===== src/rtl/pdci_pkg.sv =====
// Shared constants, item types and sequencer states of the phosphor density colour index.
package pdci_pkg;

  // Fixed field widths
  localparam int HITS_W     = 32;
  localparam int IDX_OUT_W  = 8;
  localparam int DENS_OUT_W = 17;

  // Average is multiplied by this before it divides a density
  localparam int AVG_FACTOR = 3;

  // Requests held between the front and the back
  localparam int QUEUE_DEPTH = 2;

  // Parameter defaults
  localparam int PALETTE_SIZE_DEF = 256;
  localparam int MAX_CELLS_DEF    = 1048576;
  localparam int FRAC_BITS_DEF    = 16;

  typedef enum logic [1:0] {
    CLS_EMPTY,
    CLS_SATURATE,
    CLS_DIVIDE
  } cell_class_t;

  typedef struct packed {
    logic [HITS_W-1:0] hits;
    logic [HITS_W-1:0] total;
    logic              frame_end;
    cell_class_t       cls;
  } cell_item_t;

  typedef enum logic [2:0] {
    ST_IDLE,
    ST_DENS,
    ST_NORM_SETUP,
    ST_NORM,
    ST_SCALE,
    ST_STATS,
    ST_AVG,
    ST_EMIT
  } back_state_t;

endpackage


===== src/rtl/pdci_front.sv =====
// Front end: accepts cell requests, classifies them and queues them for the back end.
module pdci_front (
  input  logic                             clk,
  input  logic                             rst,
  input  logic                             push,
  output logic                             full,
  input  logic [pdci_pkg::HITS_W-1:0]      cell_hits,
  input  logic [pdci_pkg::HITS_W-1:0]      column_total,
  input  logic                             frame_end,
  output logic                             item_valid,
  output pdci_pkg::cell_item_t             item,
  input  logic                             item_take
);

  localparam int PTR_W  = (pdci_pkg::QUEUE_DEPTH > 1) ? $clog2(pdci_pkg::QUEUE_DEPTH) : 1;
  localparam int FILL_W = $clog2(pdci_pkg::QUEUE_DEPTH + 1);

  pdci_pkg::cell_item_t entries [pdci_pkg::QUEUE_DEPTH];
  pdci_pkg::cell_item_t new_item;
  logic [PTR_W-1:0]     wr_ptr;
  logic [PTR_W-1:0]     rd_ptr;
  logic [FILL_W-1:0]    fill;
  logic                 do_push;
  logic                 do_pop;

  // Classify: no division for an empty cell or one that saturates at one
  always_comb begin
    new_item.hits      = cell_hits;
    new_item.total     = column_total;
    new_item.frame_end = frame_end;
    if (column_total == '0 || cell_hits == '0) begin
      new_item.cls = pdci_pkg::CLS_EMPTY;
    end else if (cell_hits >= column_total) begin
      new_item.cls = pdci_pkg::CLS_SATURATE;
    end else begin
      new_item.cls = pdci_pkg::CLS_DIVIDE;
    end
  end

  assign full       = (fill == FILL_W'(pdci_pkg::QUEUE_DEPTH));
  assign item_valid = (fill != '0);
  assign item       = entries[rd_ptr];
  assign do_push    = push && !full;
  assign do_pop     = item_take && item_valid;

  always_ff @(posedge clk) begin
    if (do_push) begin
      entries[wr_ptr] <= new_item;
    end
  end

  always_ff @(posedge clk) begin
    if (rst) begin
      wr_ptr <= '0;
      rd_ptr <= '0;
      fill   <= '0;
    end else begin
      if (do_push) begin
        wr_ptr <= (wr_ptr == PTR_W'(pdci_pkg::QUEUE_DEPTH - 1)) ? '0 : wr_ptr + 1'b1;
      end
      if (do_pop) begin
        rd_ptr <= (rd_ptr == PTR_W'(pdci_pkg::QUEUE_DEPTH - 1)) ? '0 : rd_ptr + 1'b1;
      end
      if (do_push && !do_pop) begin
        fill <= fill + 1'b1;
      end else if (do_pop && !do_push) begin
        fill <= fill - 1'b1;
      end
    end
  end

endmodule


===== src/rtl/pdci_divider.sv =====
// Shared restoring divider, one quotient bit per cycle.
module pdci_divider #(
  parameter int DIV_W = 32,
  parameter int Q_W   = 37,
  parameter int ST_W  = 6
) (
  input  logic             clk,
  input  logic             rst,
  input  logic             start,
  input  logic [DIV_W-1:0] rem_init,
  input  logic [Q_W-1:0]   num,
  input  logic [DIV_W-1:0] den,
  input  logic [ST_W-1:0]  steps,
  output logic             done,
  output logic [Q_W-1:0]   quotient
);

  logic             busy;
  logic [ST_W-1:0]  cnt;
  logic [DIV_W-1:0] rem;
  logic [DIV_W-1:0] den_q;
  logic [Q_W-1:0]   q;
  logic [DIV_W:0]   r2;
  logic [DIV_W:0]   diff;
  logic             ge;

  assign r2       = {rem, q[Q_W-1]};
  assign ge       = (r2 >= {1'b0, den_q});
  assign diff     = r2 - {1'b0, den_q};
  assign quotient = q;

  always_ff @(posedge clk) begin
    if (start) begin
      rem   <= rem_init;
      q     <= num;
      den_q <= den;
    end else if (busy) begin
      rem <= ge ? diff[DIV_W-1:0] : r2[DIV_W-1:0];
      q   <= {q[Q_W-2:0], ge};
    end
  end

  always_ff @(posedge clk) begin
    if (rst) begin
      busy <= 1'b0;
      done <= 1'b0;
      cnt  <= '0;
    end else if (start) begin
      busy <= 1'b1;
      done <= 1'b0;
      cnt  <= steps;
    end else if (busy) begin
      cnt <= cnt - 1'b1;
      if (cnt == ST_W'(1)) begin
        busy <= 1'b0;
        done <= 1'b1;
      end
    end else begin
      done <= 1'b0;
    end
  end

endmodule


===== src/rtl/pdci_back.sv =====
// Back end: density, normalization, palette scaling and frame statistics.
module pdci_back #(
  parameter int PALETTE_SIZE      = pdci_pkg::PALETTE_SIZE_DEF,
  parameter int MAX_CELLS         = pdci_pkg::MAX_CELLS_DEF,
  parameter int DENSITY_FRAC_BITS = pdci_pkg::FRAC_BITS_DEF
) (
  input  logic                                clk,
  input  logic                                rst,
  input  logic                                item_valid,
  input  pdci_pkg::cell_item_t                item,
  output logic                                item_take,
  input  logic                                pop,
  output logic                                out_valid,
  output logic [pdci_pkg::IDX_OUT_W-1:0]      palette_index,
  output logic                                empty_cell,
  output logic                                frame_done,
  output logic                                average_changed,
  output logic [pdci_pkg::DENS_OUT_W-1:0]     peak_density,
  output logic [pdci_pkg::DENS_OUT_W-1:0]     mean_density
);

  localparam int F      = DENSITY_FRAC_BITS;
  localparam int D_W    = F + 1;
  localparam int DIVR_W = D_W + $clog2(pdci_pkg::AVG_FACTOR);
  localparam int CNT_W  = $clog2(MAX_CELLS + 1);
  localparam int SUM_W  = CNT_W + F;
  localparam int DIV_A  = (pdci_pkg::HITS_W > DIVR_W) ? pdci_pkg::HITS_W : DIVR_W;
  localparam int DIV_W  = (DIV_A > CNT_W) ? DIV_A : CNT_W;
  localparam int Q_W    = SUM_W;
  localparam int ST_W   = $clog2(Q_W + 1);
  localparam int IDX_W  = $clog2(PALETTE_SIZE);
  localparam int PROD_W = D_W + IDX_W;
  localparam logic [D_W-1:0]   ONE     = {1'b1, {F{1'b0}}};
  localparam logic [IDX_W-1:0] PAL_MAX = IDX_W'(PALETTE_SIZE - 1);

  pdci_pkg::back_state_t state;
  pdci_pkg::back_state_t state_next;
  pdci_pkg::cell_item_t  cur;

  logic [D_W-1:0]    density;
  logic [D_W-1:0]    norm;
  logic [IDX_W-1:0]  index;
  logic [D_W-1:0]    avg;
  logic [D_W-1:0]    peak;
  logic [SUM_W-1:0]  sum;
  logic [CNT_W-1:0]  count;
  logic [D_W-1:0]    peak_out;
  logic              changed;

  logic [DIVR_W-1:0] avg_x3;
  logic              norm_sat;
  logic [PROD_W-1:0] prod;
  logic [IDX_W:0]    idx_raw;
  logic [IDX_W-1:0]  idx_clamped;
  logic              nonzero;
  logic              room;
  logic [D_W-1:0]    peak_new;
  logic [SUM_W-1:0]  sum_new;
  logic [CNT_W-1:0]  count_new;
  logic              out_free;

  logic              div_start;
  logic [DIV_W-1:0]  div_rem;
  logic [Q_W-1:0]    div_num;
  logic [DIV_W-1:0]  div_den;
  logic [ST_W-1:0]   div_steps;
  logic              div_done;
  logic [Q_W-1:0]    div_q;

  logic [pdci_pkg::IDX_OUT_W+IDX_W-1:0]  idx_wide;
  logic [pdci_pkg::DENS_OUT_W+D_W-1:0]   peak_wide;
  logic [pdci_pkg::DENS_OUT_W+D_W-1:0]   avg_wide;

  pdci_divider #(
    .DIV_W (DIV_W),
    .Q_W   (Q_W),
    .ST_W  (ST_W)
  ) u_div (
    .clk      (clk),
    .rst      (rst),
    .start    (div_start),
    .rem_init (div_rem),
    .num      (div_num),
    .den      (div_den),
    .steps    (div_steps),
    .done     (div_done),
    .quotient (div_q)
  );

  assign avg_x3   = DIVR_W'(avg) * DIVR_W'(pdci_pkg::AVG_FACTOR);
  assign norm_sat = (DIVR_W'(density) >= avg_x3);

  assign prod        = PROD_W'(norm) * PROD_W'(PALETTE_SIZE - 1);
  assign idx_raw     = prod[PROD_W-1:F];
  assign idx_clamped = (idx_raw > {1'b0, PAL_MAX}) ? PAL_MAX : idx_raw[IDX_W-1:0];

  assign nonzero   = (density != '0);
  assign room      = (count < CNT_W'(MAX_CELLS));
  assign peak_new  = (nonzero && density > peak) ? density : peak;
  assign sum_new   = (nonzero && room) ? sum + SUM_W'(density) : sum;
  assign count_new = (nonzero && room) ? count + 1'b1 : count;

  assign out_free = !out_valid || pop;

  assign idx_wide  = {{pdci_pkg::IDX_OUT_W{1'b0}}, index};
  assign peak_wide = {{pdci_pkg::DENS_OUT_W{1'b0}}, peak_out};
  assign avg_wide  = {{pdci_pkg::DENS_OUT_W{1'b0}}, avg};

  always_ff @(posedge clk) begin
    if (rst) begin
      state <= pdci_pkg::ST_IDLE;
    end else begin
      state <= state_next;
    end
  end

  always_comb begin
    state_next = state;
    item_take  = 1'b0;
    div_start  = 1'b0;
    div_rem    = DIV_W'(item.hits);
    div_num    = '0;
    div_den    = DIV_W'(item.total);
    div_steps  = ST_W'(F);
    unique case (state)
      pdci_pkg::ST_IDLE: begin
        if (item_valid) begin
          item_take = 1'b1;
          unique case (item.cls)
            pdci_pkg::CLS_DIVIDE: begin
              div_start  = 1'b1;
              state_next = pdci_pkg::ST_DENS;
            end
            pdci_pkg::CLS_SATURATE: state_next = pdci_pkg::ST_NORM_SETUP;
            default:                state_next = pdci_pkg::ST_STATS;
          endcase
        end
      end
      pdci_pkg::ST_DENS: begin
        if (div_done) begin
          state_next = pdci_pkg::ST_NORM_SETUP;
        end
      end
      pdci_pkg::ST_NORM_SETUP: begin
        div_rem = DIV_W'(density);
        div_den = DIV_W'(avg_x3);
        if (!nonzero) begin
          state_next = pdci_pkg::ST_STATS;
        end else if (norm_sat) begin
          state_next = pdci_pkg::ST_SCALE;
        end else begin
          div_start  = 1'b1;
          state_next = pdci_pkg::ST_NORM;
        end
      end
      pdci_pkg::ST_NORM: begin
        if (div_done) begin
          state_next = pdci_pkg::ST_SCALE;
        end
      end
      pdci_pkg::ST_SCALE: state_next = pdci_pkg::ST_STATS;
      pdci_pkg::ST_STATS: begin
        div_rem   = '0;
        div_num   = sum_new;
        div_den   = DIV_W'(count_new);
        div_steps = ST_W'(Q_W);
        if (cur.frame_end && count_new != '0) begin
          div_start  = 1'b1;
          state_next = pdci_pkg::ST_AVG;
        end else begin
          state_next = pdci_pkg::ST_EMIT;
        end
      end
      pdci_pkg::ST_AVG: begin
        if (div_done) begin
          state_next = pdci_pkg::ST_EMIT;
        end
      end
      pdci_pkg::ST_EMIT: begin
        if (out_free) begin
          state_next = pdci_pkg::ST_IDLE;
        end
      end
      default: state_next = pdci_pkg::ST_IDLE;
    endcase
  end

  // Frame statistics and stored average
  always_ff @(posedge clk) begin
    if (rst) begin
      avg   <= '0;
      peak  <= '0;
      sum   <= '0;
      count <= '0;
    end else begin
      if (state == pdci_pkg::ST_STATS) begin
        if (cur.frame_end) begin
          peak  <= '0;
          sum   <= '0;
          count <= '0;
        end else begin
          peak  <= peak_new;
          sum   <= sum_new;
          count <= count_new;
        end
      end
      if (state == pdci_pkg::ST_AVG && div_done) begin
        avg <= div_q[D_W-1:0];
      end
    end
  end

  // Working registers of the current cell
  always_ff @(posedge clk) begin
    case (state)
      pdci_pkg::ST_IDLE: begin
        if (item_valid) begin
          cur     <= item;
          density <= (item.cls == pdci_pkg::CLS_SATURATE) ? ONE : '0;
          index   <= '0;
          changed <= 1'b0;
        end
      end
      pdci_pkg::ST_DENS: begin
        if (div_done) begin
          density <= {1'b0, div_q[F-1:0]};
        end
      end
      pdci_pkg::ST_NORM_SETUP: begin
        if (norm_sat) begin
          norm <= ONE;
        end
      end
      pdci_pkg::ST_NORM: begin
        if (div_done) begin
          norm <= {1'b0, div_q[F-1:0]};
        end
      end
      pdci_pkg::ST_SCALE: index <= idx_clamped;
      pdci_pkg::ST_STATS: peak_out <= peak_new;
      pdci_pkg::ST_AVG: begin
        if (div_done) begin
          changed <= (div_q[D_W-1:0] != avg);
        end
      end
      default: ;
    endcase
  end

  // Result register
  always_ff @(posedge clk) begin
    if (state == pdci_pkg::ST_EMIT && out_free) begin
      palette_index   <= idx_wide[pdci_pkg::IDX_OUT_W-1:0];
      empty_cell      <= !nonzero;
      frame_done      <= cur.frame_end;
      average_changed <= changed;
      peak_density    <= peak_wide[pdci_pkg::DENS_OUT_W-1:0];
      mean_density    <= avg_wide[pdci_pkg::DENS_OUT_W-1:0];
    end
  end

  always_ff @(posedge clk) begin
    if (rst) begin
      out_valid <= 1'b0;
    end else if (state == pdci_pkg::ST_EMIT && out_free) begin
      out_valid <= 1'b1;
    end else if (pop) begin
      out_valid <= 1'b0;
    end
  end

  a_div_done_waited: assert property (@(posedge clk) disable iff (rst)
    div_done |-> (state == pdci_pkg::ST_DENS || state == pdci_pkg::ST_NORM ||
                  state == pdci_pkg::ST_AVG))
    else $error("divider finished outside a wait state");

  a_count_bound: assert property (@(posedge clk) disable iff (rst)
    count <= CNT_W'(MAX_CELLS))
    else $error("cell count passed its limit");

  a_avg_bound: assert property (@(posedge clk) disable iff (rst)
    avg <= ONE)
    else $error("stored average above one");

  a_emit_loads: assert property (@(posedge clk) disable iff (rst)
    (state == pdci_pkg::ST_EMIT && out_free) |=> (out_valid && state == pdci_pkg::ST_IDLE))
    else $error("result not loaded on emit");

endmodule


===== src/rtl/phosphor_density_colour_index.sv =====
// Top level of the phosphor density colour index: front queue and back-end sequencer.
//
// Usage:
//   Input channel is a queue write side: drive cell_hits, column_total and frame_end
//   and raise push; the request is taken at a clock edge where push is high and full
//   is low. Up to two requests wait in the front queue while the back end works.
//   Result channel is a queue read side: while empty is low the oldest result sits
//   on palette_index .. mean_density; pop at an edge with empty low takes it.
//   One result comes out for every request, in order.
// Sequencing:
//   The back end runs one cell at a time through a shared one-bit-per-cycle divider:
//   up to a density and a normalization division per cell, no division for an empty
//   cell and no density division for a saturated one, plus the average division on
//   the last cell of a frame.
// Reset:
//   rst (synchronous) empties both queues and clears the stored average and the
//   frame peak, sum and count to zero.
// Stall:
//   If pop stays low the finished result is held; the back end finishes the next
//   cell and holds it until the result slot frees, and full rises once the front
//   queue fills.
module phosphor_density_colour_index #(
  parameter int PALETTE_SIZE      = pdci_pkg::PALETTE_SIZE_DEF,
  parameter int MAX_CELLS         = pdci_pkg::MAX_CELLS_DEF,
  parameter int DENSITY_FRAC_BITS = pdci_pkg::FRAC_BITS_DEF
) (
  input  logic                             clk,
  input  logic                             rst,
  input  logic                             push,
  output logic                             full,
  input  logic [pdci_pkg::HITS_W-1:0]      cell_hits,
  input  logic [pdci_pkg::HITS_W-1:0]      column_total,
  input  logic                             frame_end,
  output logic                             empty,
  input  logic                             pop,
  output logic [pdci_pkg::IDX_OUT_W-1:0]   palette_index,
  output logic                             empty_cell,
  output logic                             frame_done,
  output logic                             average_changed,
  output logic [pdci_pkg::DENS_OUT_W-1:0]  peak_density,
  output logic [pdci_pkg::DENS_OUT_W-1:0]  mean_density
);

  logic                 item_valid;
  logic                 item_take;
  pdci_pkg::cell_item_t item;
  logic                 out_valid;

  // Classify and hold incoming requests
  pdci_front u_front (
    .clk          (clk),
    .rst          (rst),
    .push         (push),
    .full         (full),
    .cell_hits    (cell_hits),
    .column_total (column_total),
    .frame_end    (frame_end),
    .item_valid   (item_valid),
    .item         (item),
    .item_take    (item_take)
  );

  // Compute density, palette index and frame statistics, then hold the result
  pdci_back #(
    .PALETTE_SIZE      (PALETTE_SIZE),
    .MAX_CELLS         (MAX_CELLS),
    .DENSITY_FRAC_BITS (DENSITY_FRAC_BITS)
  ) u_back (
    .clk             (clk),
    .rst             (rst),
    .item_valid      (item_valid),
    .item            (item),
    .item_take       (item_take),
    .pop             (pop),
    .out_valid       (out_valid),
    .palette_index   (palette_index),
    .empty_cell      (empty_cell),
    .frame_done      (frame_done),
    .average_changed (average_changed),
    .peak_density    (peak_density),
    .mean_density    (mean_density)
  );

  assign empty = !out_valid;

endmodule

===== config.mk =====
export PLATFORM = sky130hd
export DESIGN_NAME = phosphor_density_colour_index
export DESIGN_NICKNAME = d
export VERILOG_FILES = /design/src/rtl/pdci_pkg.sv /design/src/rtl/pdci_front.sv /design/src/rtl/pdci_divider.sv /design/src/rtl/pdci_back.sv /design/src/rtl/phosphor_density_colour_index.sv
export SDC_FILE = /design/constraint.sdc
export NUM_CORES = 1
export LEC_CHECK = 0
export BUFFER_PORTS_ARGS = -buffer_cell sky130_fd_sc_hd__buf_2
export CORE_UTILIZATION = 45
export DETAILED_ROUTE_END_ITERATION = 10
export PLACE_DENSITY_LB_ADDON = 0.05
export SETUP_SLACK_MARGIN = 0.05
export SYNTH_ARGS = -nofsm -noshare
export SYNTH_HDL_FRONTEND = slang
export SYNTH_SLANG_ARGS = --single-unit

===== constraint.sdc =====
create_clock -name clk -period 8.9 [get_ports clk]
set_input_delay 0.89 -clock clk [delete_from_list [all_inputs] [get_ports clk]]
set_output_delay 0.89 -clock clk [all_outputs]
set_load 0.1 [all_outputs]

# Yosys cells after proc, flatten, opt, wreduce, memory -nomap -nowiden
# Memory sizes are Yosys's and may differ from the RTL's. A register that Yosys moved wholly into a read port is not among the register bits.
# Index checks and enable logic that the tools add are counted.
# W data, S select, Z words.
word_totals:
  wordCells: 161
  output_inout_bits: 47
  mem_count: 1
  ramBits: 134
  reg_bits: 315
  inputBits: 69
classes:
  reduce_logical: 36
  bitwise_logic: 1
  order_cmp: 6
  mux: 62
  eq_ne: 18
  add_sub_neg: 8
  n_mul: 2
memory_table:
  columns: ["memory", "words", "width", "read_ports", "rd_ports_with_merged_regs", "wr", "line", "source"]
  rows:
  - ["u_front.entries", 2, 67, 1, 1, 1, "pdci_front.sv:18", "pdci_pkg::cell_item_t entries [pdci_pkg::QUEUE_DEPTH];"]
op_table:
  columns: ["cell", "count"]
  rows:
  - ["$mux W37", 5]
  - ["$pmux W32 S2", 2]
  - ["$mux W17", 6]
  - ["$mux W32", 3]
  - ["$pmux W17 S2", 2]
  - ["$logic_not A32 Y1", 2]
  - ["$mux W21", 2]
  - ["$add A37 B17 Y37", 1]
  - ["$ge A33 B32 Y1", 1]
  - ["$ge A32 B32 Y1", 1]
  - ["$sub A32 B32 Y32", 1]
  - ["$mul A17 B8 Y25 const B", 1]
  - ["$pmux W3 S8", 1]
  - ["$add A21 B1 Y21 const B", 1]
  - ["$lt A21 B21 Y1 const B", 1]
  - ["$mux W1", 21]
  - ["$mux W3", 7]
  - ["$reduce_bool A21 Y1", 1]
  - ["$ge A17 B19 Y1", 1]
  - ["$mul A17 B2 Y19 const B", 1]
  - ["$mux W6", 3]
  - ["$gt A17 B17 Y1", 1]
  - ["$ne A17 B17 Y1", 1]
  - ["$reduce_bool A17 Y1", 1]
  - ["29 further kinds", 66]

# Depth between registers and ports, before layout
# Gate-level depths: netlist (run 1).
depth:
  word_depth: 8
  ltp_mapped: 22

# Modules after synthesis
# A second synthesis (run 1) with hierarchy kept.
hier_totals:
  hier_cells: 2653
  area_unflattened_um2: 27807.9
modules_own_cells:
  columns: ["module", "area_each_um2", "cells_each", "instances"]
  rows:
  - ["pdci_back", 15162.0, 1657, 1]
  - ["pdci_divider", 6673.9, 627, 1]
  - ["pdci_front", 5968.2, 368, 1]
  - ["phosphor_density_colour_index", 3.8, 1, 1]

# Worst setup path after synthesis (run 1)
# No wires, ideal clock.
synth_timing:
  kind: "reg-to-reg"
  startpoint: "register u_back.avg[1]"
  endpoint: "register u_back.u_div.q[0] (netlist: u_back.u_div.quotient[0]) (enable)"
  arrival_ps: 5761
  path_buffers: 1
  path_stages_with_launch: 21
  setup_time_ps: 438
  setup_slack_ps: 2701
  cell_sequence: "dfxtp_1 ha_1 a211oi_1 nor3_1 nor3_1 o21bai_1 a21o_1 a2111oi_0 nor2b_1 nor2_1 xnor2_1 ha_1 nor2_1 o221ai_1 a211oi_1 nor3_1 a211oi_1 nor2_1 and2_4 buf_4 nand2b_1"
synth_via:
  elab_chain_cells: 6
synth_lines:
  columns: ["item", "line", "source"]
  rows:
  - ["start, declared", "pdci_back.sv:43", "logic [D_W-1:0] avg;"]
  - ["start signal, assigned", "pdci_back.sv:208", "avg <= div_q[D_W-1:0];"]
  - ["$mul A17 B2 Y19", "pdci_back.sv:90", "assign avg_x3 = DIVR_W'(avg) * DIVR_W'(pdci_pkg::AVG_FACTOR);"]
  - ["$ge A17 B19 Y1", "pdci_back.sv:91", "assign norm_sat = (DIVR_W'(density) >= avg_x3);"]
  - ["$mux W1", "pdci_back.sv:149", "end else if (norm_sat) begin"]
  - ["$mux W1", "pdci_back.sv:147", "if (!nonzero) begin"]
  - ["$pmux W1 S3", "pdci_back.sv:125", "unique case (state)"]
  - ["$reduce_bool A2 Y1 (no line)", null, null]
  - ["end signal, assigned", "pdci_divider.sv:35", "q <= num;"]
  - ["end signal, assigned", "pdci_divider.sv:39", "q <= {q[Q_W-2:0], ge};"]
  - ["end, declared", "pdci_divider.sv:22", "logic [Q_W-1:0] q;"]
# Every way passes these cells.
# A chain may end at the register's enable or synchronous reset.

# Worst setup path after layout (run 1)
layout_timing:
  startpoint: "register u_back.avg[0]"
  endpoint: "register u_back.u_div.rem[16] (data pin)"
layout_via:
  elab_chain_cells: 6
layout_lines:
  columns: ["item", "line", "source"]
  rows:
  - ["$mul A17 B2 Y19", "pdci_back.sv:90", null]
  - ["$ge A17 B19 Y1", "pdci_back.sv:91", null]
  - ["$mux W1", "pdci_back.sv:149", null]
  - ["$mux W1", "pdci_back.sv:147", null]
  - ["$pmux W1 S3", "pdci_back.sv:125", null]
  - ["$mux W32", "pdci_divider.sv:33", "if (start) begin"]
  - ["end signal, assigned", "pdci_divider.sv:34", "rem <= rem_init;"]
  - ["end signal, assigned", "pdci_divider.sv:38", "rem <= ge ? diff[DIV_W-1:0] : r2[DIV_W-1:0];"]
  - ["end, declared", "pdci_divider.sv:20", "logic [DIV_W-1:0] rem;"]
# Every way passes these cells.

==> results.toml, run 1 <==
[sta]
timing_worst_slew_pin_value_ns = 1.10
final_critical_path_setup_slack_ns = 2.17
final.min_clock_period_ns = 6.73
final_hold_viol_count = 0
timing_max_transition_violations_final = 0
setup-violations-final = 0
hold_ws_ns = 0.416
fin_clk_skew_ns = 0.0286
fmax_mhz = 149
rsz0062_at_grt = "false"
min_period_over_period_pct = 75.7
slew_headroom_pct = 26.5
timing.setup.tns_ns = 0

[worst_hold_path]
worstHoldPathType = "flop to flop"
worstHoldStart = "u_back.index[7]$_SDFFCE_PN0P_"

[synth]
async_flop_share_pct = 0
ys_top_cells_by_count = "edfxtp_1, inv_1, ha_1"
yosysWarningCount = 0
syn-instance-count = 2580
edff_count_synth = 341
yosys.area.top_type = "edfxtp_1"
synth.ff_latch_count = 450
count_of_unique_library_cells_instantiated_by_yosys = 79
synth_largest_type_area_fraction_pct = 38.1
synth_most_common_cell = "edfxtp_1"
ys.flop_type = "edfxtp_1"
mappedNetlistArea_um2 = 26900
synthTopCellsByArea = "edfxtp_1, ha_1, dfxtp_1, fa_1, inv_1"
sequential_cell_area_fraction_in_the_yosys_report_pct = 46.2
synth.avg_cell_area_um2 = 10.4
synthesis.nets = 2907

[global_routing]
grt_pass1_vias = 18825
grt_overflow = 0
largest_net_degree_at_the_start_of_global_routing = 79
number_of_antenna_violations_at_the_first_check_in_global_routing = 1
grt_first_pass_wirelength_um = 111000
grtUsageTotal_pct = 23.9

[place]
io_buffer_count = 115
place.gp.congestion = 0.892
dp_slack_ns = 2.21
detailed_place_hpwl_um = 51900
dpl-instance-area_um2 = 28200

[pwr]
switching_power_total_mw = 5.17
power.leakage_nw = 12.0
power.share.clock_pct = 17.0
internal-power_mw = 6.85
power.switching_fraction_pct = 43.0
combPwrFrac_pct = 53.5
sequentialPowerShare_pct = 29.5
vdd.ir_drop.worst_uv = 487
power_density_nw_per_um2 = 403

[setup_path]
type_of_the_worst_setup_path = "flop to flop"
worst-path-max-fanout = 43
critical_path_at_ns = 7.08
worst_setup_path_end_kind = "flop"
worst-endpoint-required_ns = 9.24
worst_reg2reg_path_startpoint = "u_back.avg[0]$_SDFFE_PP0P_"
worst_setup_path_startpoint = "u_back.avg[0]$_SDFFE_PP0P_"
worstSetupStartpointType = "flop"

[routing]
drcViolationCount = 0
detail_route.wirelength_um = 72500
via_count = 19480
viasPerCell = 5.62
drt-pass1-iter-count = 5
detailedRoute.firstIterationViolations = 1431
wl_per_cell_um = 20.9
antenna_left = 0

[floorplanning]
num_io_pins = 116
die_w_um = 247
die-height_um = 247
rows = 89
floorplan.die_area_um2 = 60800
core_area_um2 = 59000
start_util_pct = 45.6

[status]
status = "completed"

[clock_network]
clock_tree.buffer_depth = 3
count_of_cells_resized_by_post_cts_repair = 0
clk_root_buffer_cell = "clkbuf_16"
numCtsBuffers = 50
cts.htree.levels = 2
tritoncts = "yes"
cts_hold_buf = 0
clk_pin_slew_worst_paths_ns = 0.07
clock-sinks = 450
clk_latency_ns = 0.60
post_cts.repair.setup_buffers = 0

[cells_and_area]
fin_area_um2 = 29800
nets = 2982
layout-drive-gt1-share_pct = 9.07
areaGrowthSynthToFinish_pct = 10.8

[job]
cap_viol_max_count = 0
sequential cells by signal (all words and copies together) (netlist names), 17 cells and up, named ones only:
| name | flops |
|---|---|
| u_back.avg | 17 |
| u_back.count | 21 |
| u_back.density | 17 |
| u_back.mean_density | 17 |
| u_back.norm | 17 |
| u_back.peak | 17 |
| u_back.peak_density | 17 |
| u_back.peak_out | 17 |
| u_back.sum | 37 |
| u_back.u_div.den_q | 32 |
| u_back.u_div.quotient | 37 |
| u_back.u_div.rem | 32 |
| u_front.entries | 134 |
power groups by stage:
stage | Clock, mW | Sequential, mW | Combinational (mW)
final | 2.04 | 3.55 | 6.43
after global routing | 2.16 | 3.59 | 7.37
after CTS | 2.09 | 3.55 | 6.50
after detailed placement | 0 | 3.58 | 6.46
after global placement | 0 | 3.57 | 6.36
after floorplan | 0 | 3.33 | 5.02
logic make-up (layout without fill, tap and decap cells):
logic type | after synthesis | after routing | share of synthesized area, %
XOR/XNOR | 133 | 133 | 4.33
flip-flops | 450 | 450 | 46.2
AND/OR/NAND/NOR | 666 | 666 | 12.1
buffers and inverters | 380 | 491 | 5.42
adder cells (fa/ha/maj) | 258 | 258 | 14.1
multiplexers | 96 | 96 | 3.59
other | 0 | 1 | 0
AO/OA/AOI/OAI | 597 | 597 | 14.2
worst max-delay path: stages (launching register included):
cell	delay, ns
dfxtp_1	0.37
ha_1	0.26
fa_1	0.42
a21oi_1	0.20
o2111ai_1	0.24
o21a_1	0.22
nor2_1	0.19
nor2_1	0.07
nor2_1	0.17
o21bai_1	0.13
xnor2_1	0.19
ha_1	0.33
nand3_1	0.12
or3_1	0.39
nand4b_1	0.10
a211oi_1	0.07
nor3_1	0.27
a211oi_2	0.11
buf_4	0.23
nor2_4	0.81
and2_4	0.45
inv_2	0.37
buf_4	0.37
mux2_1	0.33
placed cells by master (no fill, tap or decap), types with 77 or more instances in the layout:
master	netlist	routed
edfxtp_1	341	341
inv_1	263	263
ha_1	181	181
a21oi_1	173	173
nand2_1	172	172
nor2_1	156	153
o21ai_0	150	150
buf_2	8	114
dfxtp_1	109	108
mux2i_1	93	93
nand3_1	81	80
xnor2_1	80	80
fa_1	77	77
layout make-up:
type	instances	area (um2)
clock inverters	18	148
multi-input cells	1750	13100
flip-flops and latches	450	12400
inverters	265	995
diodes	1	2.50
repair buffers	138	751
fillers	5420	29200
well taps	773	967
clock buffers	70	1440
worst paths after layout:
path                                       endpoint  slack (ns)  depth (start not counted)
setup / recovery     u_back.u_div.rem[16]$_DFFE_PP_        2.17                         23
hold / removal    u_back.palette_index[7]$_DFFE_PP_        0.42                          0
setup reg to reg     u_back.u_div.rem[16]$_DFFE_PP_        2.17                         23
hold reg to reg   u_back.palette_index[7]$_DFFE_PP_        0.42                          0
routing by layer:
layer | GRT usage, % | wire [um]
met5 | 0 | 0
met3 | 3.22 | 3220
met2 | 38.5 | 33100
met1 | 34.0 | 34700
met4 | 5.56 | 1600
metrics by stage:
stage	utilization [%]	total power, mW	cells
floorplan	-	8.35	2580
global placement	47.8	9.93	3376
detailed placement	47.8	10.0	3376
CTS	50.5	12.1	3464
global route	50.5	13.1	3465
finish	50.5	12.0	3465
(Power assumes the default switching activity.)
==> run 2: changes to the inputs <==
==> constraint.sdc (replaced) <==
create_clock -name clk -period 5.9 [get_ports clk]
set_input_delay 0.59 -clock clk [delete_from_list [all_inputs] [get_ports clk]]
set_output_delay 0.59 -clock clk [all_outputs]
set_load 0.1 [all_outputs]
==> results.toml, run 2 (synthesized netlist as in run 1, its figures left out) <==
[routing]
antenna_left = 0
detail_route.wirelength_um = 71500
detailedRoute.firstIterationViolations = 1315
drcViolationCount = 0
wl_per_cell_um = 20.5
viasPerCell = 5.60
drt-pass1-iter-count = 7
via_count = 19520

[sta]
timing.setup.tns_ns = 0
setup-violations-final = 0
final.min_clock_period_ns = 5.46
min_period_over_period_pct = 92.5
rsz0062_at_grt = "false"
slew_headroom_pct = 34.2
timing_max_transition_violations_final = 0
fin_clk_skew_ns = 0.0358
fmax_mhz = 183
timing_worst_slew_pin_value_ns = 0.987
final_hold_viol_count = 0

[cells_and_area]
most-common-layout-cells = "edfxtp_1, inv_1, ha_1"
largest_register_ffs = 134
nets = 2998
layout-drive-gt1-share_pct = 9.91
areaGrowthSynthToFinish_pct = 11.9
registers.top_by_ff_count = "u_front.entries"
layout_commonest_cell = "edfxtp_1"
n_fill_cell = 5399
n_antenna_cell = 0

[clock_network]
clk_latency_ns = 0.61
numCtsBuffers = 52
clock-sinks = 450
clock_tree.buffer_depth = 3
tritoncts = "yes"
post_cts.repair.setup_buffers = 0
clk_root_buffer_cell = "clkbuf_16"
cts.htree.levels = 2
clk_pin_slew_worst_paths_ns = 0.06
cts_hold_buf = 0
count_of_cells_resized_by_post_cts_repair = 0

[pwr]
vdd.ir_drop.worst_uv = 773
combPwrFrac_pct = 53.9
power.share.clock_pct = 17.8
power.leakage_nw = 12.2
sequentialPowerShare_pct = 28.3
power.switching_fraction_pct = 42.3
switching_power_total_mw = 7.83
power_density_nw_per_um2 = 615
power.total_mw = 18.5
internal-power_mw = 10.7

[setup_path]
critical_path.max_stage_delay_ns = 0.54
worst_setup_path_startpoint = "u_back.norm[5]$_SDFFCE_PN0P_"
critical-path-top-delay-family = "adder cells"
worstSetupStartpointType = "flop"
worst_reg2reg_path_startpoint = "u_back.norm[5]$_SDFFCE_PN0P_"
critical_path_at_ns = 5.79
worst_setup_path_end_kind = "flop"
worst-path-max-fanout = 7
type_of_the_worst_setup_path = "flop to flop"
crit_chain = "inv_1, fa_1, fa_1, inv_1, fa_1, inv_1, fa_1, inv_1, ha_1, o21ai_0, a221oi_1, o21ai_0, a211o_1, a31oi_1, buf_4, a221oi_1, nor2_1, a211o_1, o21a_1"
path_buf_inv = 5
cp_slowest_cell = "fa_1"
r2r_slack_ns = 0.44
worst-endpoint-required_ns = 6.24

[status]
status = "completed"

[global_routing]
largest_net_degree_at_the_start_of_global_routing = 79
grt_pass1_vias = 19069
number_of_antenna_violations_at_the_first_check_in_global_routing = 0
grt_overflow = 0
grtUsageTotal_pct = 23.9
grt_first_pass_wirelength_um = 111000

[floorplanning]
die_w_um = 247
start_util_pct = 45.6
num_io_pins = 116
die-height_um = 247
rows = 89
core_area_um2 = 59000
floorplan.die_area_um2 = 60800

[place]
io_buffer_count = 115
detailed_place_hpwl_um = 51900
place.gp.congestion = 0.903

[job]
cap_viol_max_count = 0

[worst_hold_path]
worstHoldStart = "frame_end"
worstHoldPathType = "input port to flop"
run 2: cell count changes in the layout (fill, tap and decap cells not counted), sizes merged:
cell,delta
bufinv,+5
clkbuf,-8
diode,-1
buf,+14
clkinv,+10
clkinvlp,+2
run 2: power groups by stage:
| stage | clock (mW) | combinational [mW] | sequential [mW] |
|---|---|---|---|
| 2_1_floorplan | 0 | 7.58 | 5.01 |
| 3_3_place_gp | 0 | 9.84 | 5.27 |
| 3_5_place_dp | 0 | 10.0 | 5.28 |
| 4_1_cts | 3.37 | 10.1 | 5.23 |
| 5_1_grt | 3.50 | 11.4 | 5.29 |
| 6_report | 3.30 | 9.97 | 5.23 |
run 2: layout make-up:
class	instances	area [um2]	area share, %
clock buffer	62	1360	4.51
tap	773	967	3.21
inverter	265	995	3.30
clock inverter	35	378	1.26
timing repair buffer	152	906	3.01
sequential	450	12400	41.3
multi-input combinational	1750	13100	43.4
run 2: stage by stage:
stage	setup slack, ns	hold WS [ns]	utilization, %	instances	cell area (um2)
3_5_place_dp	0.417	0.405	48.1	3390	28400
3_3_place_gp	0.426	0.400	48.1	3390	28400
6_report	0.443	0.187	51.0	3487	30100
2_1_floorplan	0.478	0.400	-	2580	26900
5_1_grt	0.0615	0.169	51.0	3487	30100
4_1_cts	0.417	0.159	51.0	3487	30100
run 2: metal layers:
layer  vias up  wire length (um)  global-route usage (%)
met4         0              1540                    6.25
met3        86              2790                    2.82
li1       9457                 -                       -
met1      9581             34300                    34.0
met2       396             32900                    38.4
met5         -                 0                       0
run 2: final timing paths:
check	end	depth (start not counted)
max reg2reg	u_back.index[4]$_SDFFCE_PN0P_	19
max	u_back.index[4]$_SDFFCE_PN0P_	19
min	u_front.entries[0][2]$_DFFE_PP_	1
min reg2reg	u_back.palette_index[6]$_DFFE_PP_	0
